### config.mk
export PLATFORM = sky130hd
export DESIGN_NAME = actr_ctrl
export DESIGN_NICKNAME = d
export VERILOG_FILES = /design/src/sv/actr_pkg.sv /design/src/sv/actr_ctrl.sv
export SDC_FILE = /design/constraint.sdc
export NUM_CORES = 1
export LEC_CHECK = 0
export BUFFER_PORTS_ARGS = -buffer_cell sky130_fd_sc_hd__buf_2
export CAP_MARGIN = 20
export CORE_AREA = 2 2 39 41
export DETAILED_ROUTE_END_ITERATION = 12
export DIE_AREA = 0 0 41 43
export PLACE_DENSITY = 0.4
export SYNTH_ARGS = -nofsm -noshare
export SYNTH_HDL_FRONTEND = slang
export SYNTH_SLANG_ARGS = --single-unit
### constraint.sdc
create_clock -name clk -period 4.05 [get_ports clk]
set_clock_uncertainty 0.2 [all_clocks]
set_input_delay 0 -clock clk [delete_from_list [all_inputs] [get_ports clk]]
set_output_delay 0 -clock clk [all_outputs]
set_load 0.03 [all_outputs]
### src/sv/actr_pkg.sv
//------------------------------------------------------------------------------
// actr_pkg
// Shared types, constants and AES helper functions for the CTR byte cipher.
//------------------------------------------------------------------------------
package actr_pkg;

	localparam int unsigned BLOCK_BYTES = 16;
	localparam int unsigned CFG_IDX_W   = 3;
	localparam int unsigned CFG_DATA_W  = 64;

	typedef enum logic [CFG_IDX_W-1:0] {
		REG_KEY0   = 3'd0,
		REG_KEY1   = 3'd1,
		REG_KEY2   = 3'd2,
		REG_KEY3   = 3'd3,
		REG_KSIZE  = 3'd4,
		REG_IV_HI  = 3'd5,
		REG_IV_LO  = 3'd6,
		REG_UNUSED = 3'd7
	} cfg_reg_t;

	localparam logic [1:0] KSIZE_128 = 2'd0;
	localparam logic [1:0] KSIZE_192 = 2'd1;

	typedef enum logic [1:0] {
		ST_IDLE,
		ST_KEYX,
		ST_ROUND,
		ST_OUT
	} ctl_state_t;

	// controller -> datapath
	typedef struct packed {
		logic start;      // load state from counter, seed key schedule
		logic key_step;   // expand one key word
		logic round_step; // advance a cipher round by one round-key column
		logic finish;     // latch keystream, bump counter, rewind position
		logic consume;    // deliver one byte
	} actr_cmd_t;

	// datapath -> controller
	typedef struct packed {
		logic need_block; // keystream used up
		logic keys_done;  // last round-key word being expanded
		logic last_round; // final column of the final round
	} actr_sts_t;

	function automatic logic [7:0] sbox(input logic [7:0] a);
		logic [7:0] t [256];
		t = '{
		8'h63,8'h7c,8'h77,8'h7b,8'hf2,8'h6b,8'h6f,8'hc5,8'h30,8'h01,8'h67,8'h2b,8'hfe,8'hd7,8'hab,8'h76,
		8'hca,8'h82,8'hc9,8'h7d,8'hfa,8'h59,8'h47,8'hf0,8'had,8'hd4,8'ha2,8'haf,8'h9c,8'ha4,8'h72,8'hc0,
		8'hb7,8'hfd,8'h93,8'h26,8'h36,8'h3f,8'hf7,8'hcc,8'h34,8'ha5,8'he5,8'hf1,8'h71,8'hd8,8'h31,8'h15,
		8'h04,8'hc7,8'h23,8'hc3,8'h18,8'h96,8'h05,8'h9a,8'h07,8'h12,8'h80,8'he2,8'heb,8'h27,8'hb2,8'h75,
		8'h09,8'h83,8'h2c,8'h1a,8'h1b,8'h6e,8'h5a,8'ha0,8'h52,8'h3b,8'hd6,8'hb3,8'h29,8'he3,8'h2f,8'h84,
		8'h53,8'hd1,8'h00,8'hed,8'h20,8'hfc,8'hb1,8'h5b,8'h6a,8'hcb,8'hbe,8'h39,8'h4a,8'h4c,8'h58,8'hcf,
		8'hd0,8'hef,8'haa,8'hfb,8'h43,8'h4d,8'h33,8'h85,8'h45,8'hf9,8'h02,8'h7f,8'h50,8'h3c,8'h9f,8'ha8,
		8'h51,8'ha3,8'h40,8'h8f,8'h92,8'h9d,8'h38,8'hf5,8'hbc,8'hb6,8'hda,8'h21,8'h10,8'hff,8'hf3,8'hd2,
		8'hcd,8'h0c,8'h13,8'hec,8'h5f,8'h97,8'h44,8'h17,8'hc4,8'ha7,8'h7e,8'h3d,8'h64,8'h5d,8'h19,8'h73,
		8'h60,8'h81,8'h4f,8'hdc,8'h22,8'h2a,8'h90,8'h88,8'h46,8'hee,8'hb8,8'h14,8'hde,8'h5e,8'h0b,8'hdb,
		8'he0,8'h32,8'h3a,8'h0a,8'h49,8'h06,8'h24,8'h5c,8'hc2,8'hd3,8'hac,8'h62,8'h91,8'h95,8'he4,8'h79,
		8'he7,8'hc8,8'h37,8'h6d,8'h8d,8'hd5,8'h4e,8'ha9,8'h6c,8'h56,8'hf4,8'hea,8'h65,8'h7a,8'hae,8'h08,
		8'hba,8'h78,8'h25,8'h2e,8'h1c,8'ha6,8'hb4,8'hc6,8'he8,8'hdd,8'h74,8'h1f,8'h4b,8'hbd,8'h8b,8'h8a,
		8'h70,8'h3e,8'hb5,8'h66,8'h48,8'h03,8'hf6,8'h0e,8'h61,8'h35,8'h57,8'hb9,8'h86,8'hc1,8'h1d,8'h9e,
		8'he1,8'hf8,8'h98,8'h11,8'h69,8'hd9,8'h8e,8'h94,8'h9b,8'h1e,8'h87,8'he9,8'hce,8'h55,8'h28,8'hdf,
		8'h8c,8'ha1,8'h89,8'h0d,8'hbf,8'he6,8'h42,8'h68,8'h41,8'h99,8'h2d,8'h0f,8'hb0,8'h54,8'hbb,8'h16};
		return t[a];
	endfunction

	function automatic logic [7:0] xtime(input logic [7:0] a);
		return {a[6:0], 1'b0} ^ (a[7] ? 8'h1b : 8'h00);
	endfunction

endpackage

### src/sv/actr_ctrl.sv
//------------------------------------------------------------------------------
// actr_ctrl
// Sequencer: key expansion and round iteration when keystream is used up, then byte delivery.
//------------------------------------------------------------------------------
module actr_ctrl
	import actr_pkg::*;
(
	input  logic      clk,
	input  logic      arst_n,
	input  logic      in_valid,
	output logic      in_stall,
	output logic      out_valid,
	input  logic      out_stall,
	input  actr_sts_t sts,
	output actr_cmd_t cmd
);

	ctl_state_t state_q, state_d;

	always_ff @(posedge clk or negedge arst_n) begin
		if (!arst_n) begin
			state_q <= ST_IDLE;
		end else begin
			state_q <= state_d;
		end
	end

	always_comb begin
		state_d   = state_q;
		cmd       = '0;
		in_stall  = 1'b1;
		out_valid = 1'b0;
		unique case (state_q)
			ST_IDLE: begin
				if (in_valid) begin
					if (sts.need_block) begin
						cmd.start = 1'b1;
						state_d   = ST_KEYX;
					end else begin
						state_d = ST_OUT;
					end
				end
			end
			ST_KEYX: begin
				cmd.key_step = 1'b1;
				if (sts.keys_done) begin
					state_d = ST_ROUND;
				end
			end
			ST_ROUND: begin
				cmd.round_step = 1'b1;
				if (sts.last_round) begin
					cmd.finish = 1'b1;
					state_d    = ST_OUT;
				end
			end
			ST_OUT: begin
				out_valid = 1'b1;
				if (!out_stall) begin
					in_stall    = 1'b0;
					cmd.consume = 1'b1;
					state_d     = ST_IDLE;
				end
			end
			default: state_d = ST_IDLE;
		endcase
	end

endmodule

# Yosys cells after proc, flatten, opt, wreduce, memory -nomap -nowiden
# Cells that the tools add are included.
[classes]
n_addsub = 0
n_mul = 0
div = 0
order_cmp = 0
eq_ne = 7
shifts = 0
mux = 17
bitwise_logic = 0
reduce_logical = 2
[ops]
columns = ["op", "n"]
rows = [
  ["two-way mux 2 bit", 6],
  ["two-way mux 1 bit", 10],
  ["inequality test 2 bit (second input constant)", 4],
  ["case mux 2 bit (4 select lines)", 1],
  ["== test 2 bit (second input constant)", 2],
  ["AND reduction 4 bit", 1],
  ["== test 2 x 1 -> 1 bit (second input constant)", 1],
  ["logical NOT 2 bit", 1],
]
[word_totals]
register_bits = 2
latchBits = 0
mem_bits_rw = 0
rom_bits = 0
inputBits = 7
output_inout_bits = 7
word_cells = 27
memories = 0

# Logic depth before layout (Yosys ltp)
[logic_depth]
ltp_word = 3
mapped_depth = 5
mapped_depth_nobuf = 5

# Least setup slack after synthesis
# OpenSTA, ideal clock, no wires.
[synth_path]
path_type = "register -> register"
start = "register state_q[0]"
end = "register state_q[0]"
setup_time_ps = 79
t_arrival_ps = 1336
required_ps = 3771
path_slack_ps = 2435
stages_incl_launch_ff = 6
n_path_buf = 0
period_less_slack_ps = 1615
cell_sequence = "dfrtp_1 > inv_1 > ha_1 > inv_2 > o2111ai_4 > mux2i_1"
[synth_via]
elab_chain_cells = 3
word_cells_on_any_way = 10
classes_between = "eq/ne (7); mux (1); reduce/logical (2)"
[synth_rtl]
columns = ["item", "line", "source"]
rows = [
  ["start, declared", "actr_ctrl.sv:18", "ctl_state_t state_q, state_d;"],
  ["start signal, assigned", "actr_ctrl.sv:24", "state_q <= state_d;"],
  ["== test 2 x 1 -> 1 bit (tied with other cells)", "actr_ctrl.sv:33", "unique case (state_q)"],
  ["inequality test 2 bit (no line)", "n/a", ""],
  ["AND reduction 4 bit (no line)", "n/a", ""],
]
# Parallel ways exist; a longest one is shown, timed or not.
# A chain may end at the register's enable or synchronous reset.

# Worst setup path after layout
[layout_path]
start = "register state_q[0]"
end = "register state_q[1]"
# The elaborated chain is that of the path after synthesis.

==> flow_metrics.tcl <==
set metrics [dict create \
    grtUsageTotal 0.0683 \
    rsz0062_at_grt "false" \
    antenna_found_initial 0 \
    clockRootBuffer "clkbuf_4" \
    power_density_mw_per_mm2 822 \
    r2r_start "state_q[0]" \
    crit_path_max_fanout 4 \
    fmax_mhz 388 \
    syn_area_um2 216 \
    clkSinkCount 2 \
    ir_drop_uv 230 \
    clk_pin_slew_ns 0.03 \
    grt_overflow 0 \
    port_buffers 13 \
    gp_congestion 0.593 \
    initial_core_util 0.156 \
    grt_max_degree 5 \
    crit_path_end_kind "register" \
    yosys_warnings 0 \
    startpoint_type "register" \
    min_period_ns 2.58 \
    p_sw_frac 0.471 \
    worst_slew_margin_rel 0.902 \
    finalHoldViolCount 0 \
    vias 212 \
    regMostFlops "state_q" \
    wl_um 479 \
    p_comb_frac 0.721 \
    cts_tree "built" \
    finalSetupViolations 0 \
    period_share 0.636 \
    final_util 0.270 \
    clk_path_buf_depth 2 \
    ys_ff_latch 2 \
    dr.pass1.iters 3 \
    ys_seq_area_frac 0.231 \
    dieArea_mm2 0.00176 \
    grt_pass1_vias 230 \
    rows 14 \
    p_int_w 0.000163 \
    critical_path_class "register to register" \
    hold_path_startpoint "sts[2]" \
    worst_pin_slew_ns 0.143 \
    drc 0 \
    startpoint "state_q[0]" \
    drt_first_iter_violations 1 \
    power.switching_w 0.000145 \
    synthCells 22 \
    ant_nets 0 \
    cap_violations 0 \
    dpl.hpwl_um 383 \
    die_x_um 41 \
    area_growth_pct 72.8 \
    worstSkewPairLatency_ns 0.23 \
    antenna_cells 0 \
    n_fill_cell 164 \
    io-pin-count 14 \
    vias_per_cell 3.59 \
    cp.arrival_ns 2.54 \
    crit_required_ns 4.01 \
    outcome "completed" \
    ys_types 12 \
    post_route_cells_drive_above_1_share 0.442 \
    largest_reg_flops 2 \
    grt_pass1_wl_um 779 \
    cts_resized 0 \
    hold_path.class "primary input to output port" \
    maxSlewViolCount 0 \
    p_clk_frac 0.148 \
    core-area_mm2 0.00138 \
    cts_hold_buffers 5 \
    seq_power_share 0.131 \
    cts_buffers 3 \
    syn_nets 33 \
    nets 56 \
    syn_avg_cell_area_um2 9.84 \
    wl_per_cell_um 8.12 \
    finalSetupTns_ns 0 \
    die_h_um 43 \
    p_leak_nw 0.211 \
    post_cts_buffers 0 \
    top_regs "state_q x2" \
    h-tree-depth 1 \
]
-- power groups by stage --
stage / logic (W) / clock network [W] / registers (W)
after floorplan: 0.000157 / 0 / 0.0000387
after global placement: 0.000196 / 0 / 0.0000402
after detailed placement: 0.000197 / 0 / 0.0000408
after CTS: 0.000226 / 0.0000488 / 0.0000405
after global routing: 0.000244 / 0.0000504 / 0.0000421
final: 0.000222 / 0.0000456 / 0.0000403
-- kinds of logic (layout without fill, tap and decap cells) --
family | count (synthesis) | in the layout | synth area share
flops | 2 | 2 | 0.231
buf+inv | 5 | 26 | 0.0867
fa+ha+maj | 4 | 4 | 0.231
simple gates | 7 | 7 | 0.191
compound gates | 1 | 1 | 0.121
mux | 3 | 3 | 0.139
-- routing by layer --
layer  track usage  up-vias  part of all wire
met1        0.0579       94              0.37
met2         0.109        7              0.56
met4        0.0400        0                 0
met3        0.0471        0             0.069
li1              -      111                 -
met5             0        -                 0
-- metrics by stage --
stage | cells | instance area, um2 | worst slack (ns) | hold WS (ns) | power, W
floorplan | 22 | 216 | 2.43 | -0.496 | 0.000196
global placement | 51 | 302 | 2.54 | -0.411 | 0.000236
detailed placement | 51 | 302 | 2.53 | -0.412 | 0.000238
CTS | 59 | 374 | 1.44 | 0.199 | 0.000315
global route | 59 | 374 | 1.33 | 0.205 | 0.000336
finish | 59 | 374 | 1.47 | 0.194 | 0.000307
-- synthesized netlist by cell type --
library cell / number / area, um2
nor2_1: 1 / 3.75
nand2_1: 1 / 3.75
nand2b_1: 2 / 12.5
and3_1: 1 / 6.26
ha_1: 4 / 50.1
dfrtp_1: 2 / 50.1
o2111ai_4: 1 / 26.3
inv_2: 1 / 3.75
nand2b_2: 1 / 8.76
and2_1: 1 / 6.26
mux2i_1: 3 / 30.0
inv_1: 4 / 15.0
-- layout make-up --
| cell class | count | area (um2) | area share |
|---|---|---|---|
| Tap cell | 16 | 20.0 | 0.0535 |
| Timing Repair Buffer | 18 | 115 | 0.308 |
| Inverter | 5 | 18.8 | 0.0502 |
| Clock buffer | 3 | 22.5 | 0.0602 |
| Multi-Input combinational cell | 15 | 148 | 0.395 |
| Sequential cell | 2 | 50.0 | 0.134 |
-- layout by cell type (no fill, tap or decap) --
cell and count:
buf_2 13, dlygate4sd3_1 5, inv_1 4, ha_1 4
mux2i_1 3, clkbuf_4 3, nand2b_1 2, dfrtp_1 2
and3_1 1, inv_2 1, nand2b_2 1, nand2_1 1
o2111ai_4 1, nor2_1 1, and2_1 1
-- worst paths after layout --
check / to / slack [ns] / cells after the start
worst min-delay path: cmd[4] / 0.19 / 3
min in group asynchronous: state_q[1] / 0.41 / 3
max in group asynchronous: state_q[0] / 3.11 / 3
worst max register to register: state_q[1] / 1.47 / 7
worst max-delay path: state_q[1] / 1.47 / 7
worst min register to register: state_q[0] / 0.43 / 2
-- worst max-delay path: stages, from the launching register on --
cell,delay (ns)
dfrtp_1,0.39
inv_1,0.10
ha_1,0.22
inv_2,0.06
o2111ai_4,0.18
dlygate4sd3_1,0.62
mux2i_1,0.19
dlygate4sd3_1,0.56
Note: power is estimated with default switching activity, not from simulation.
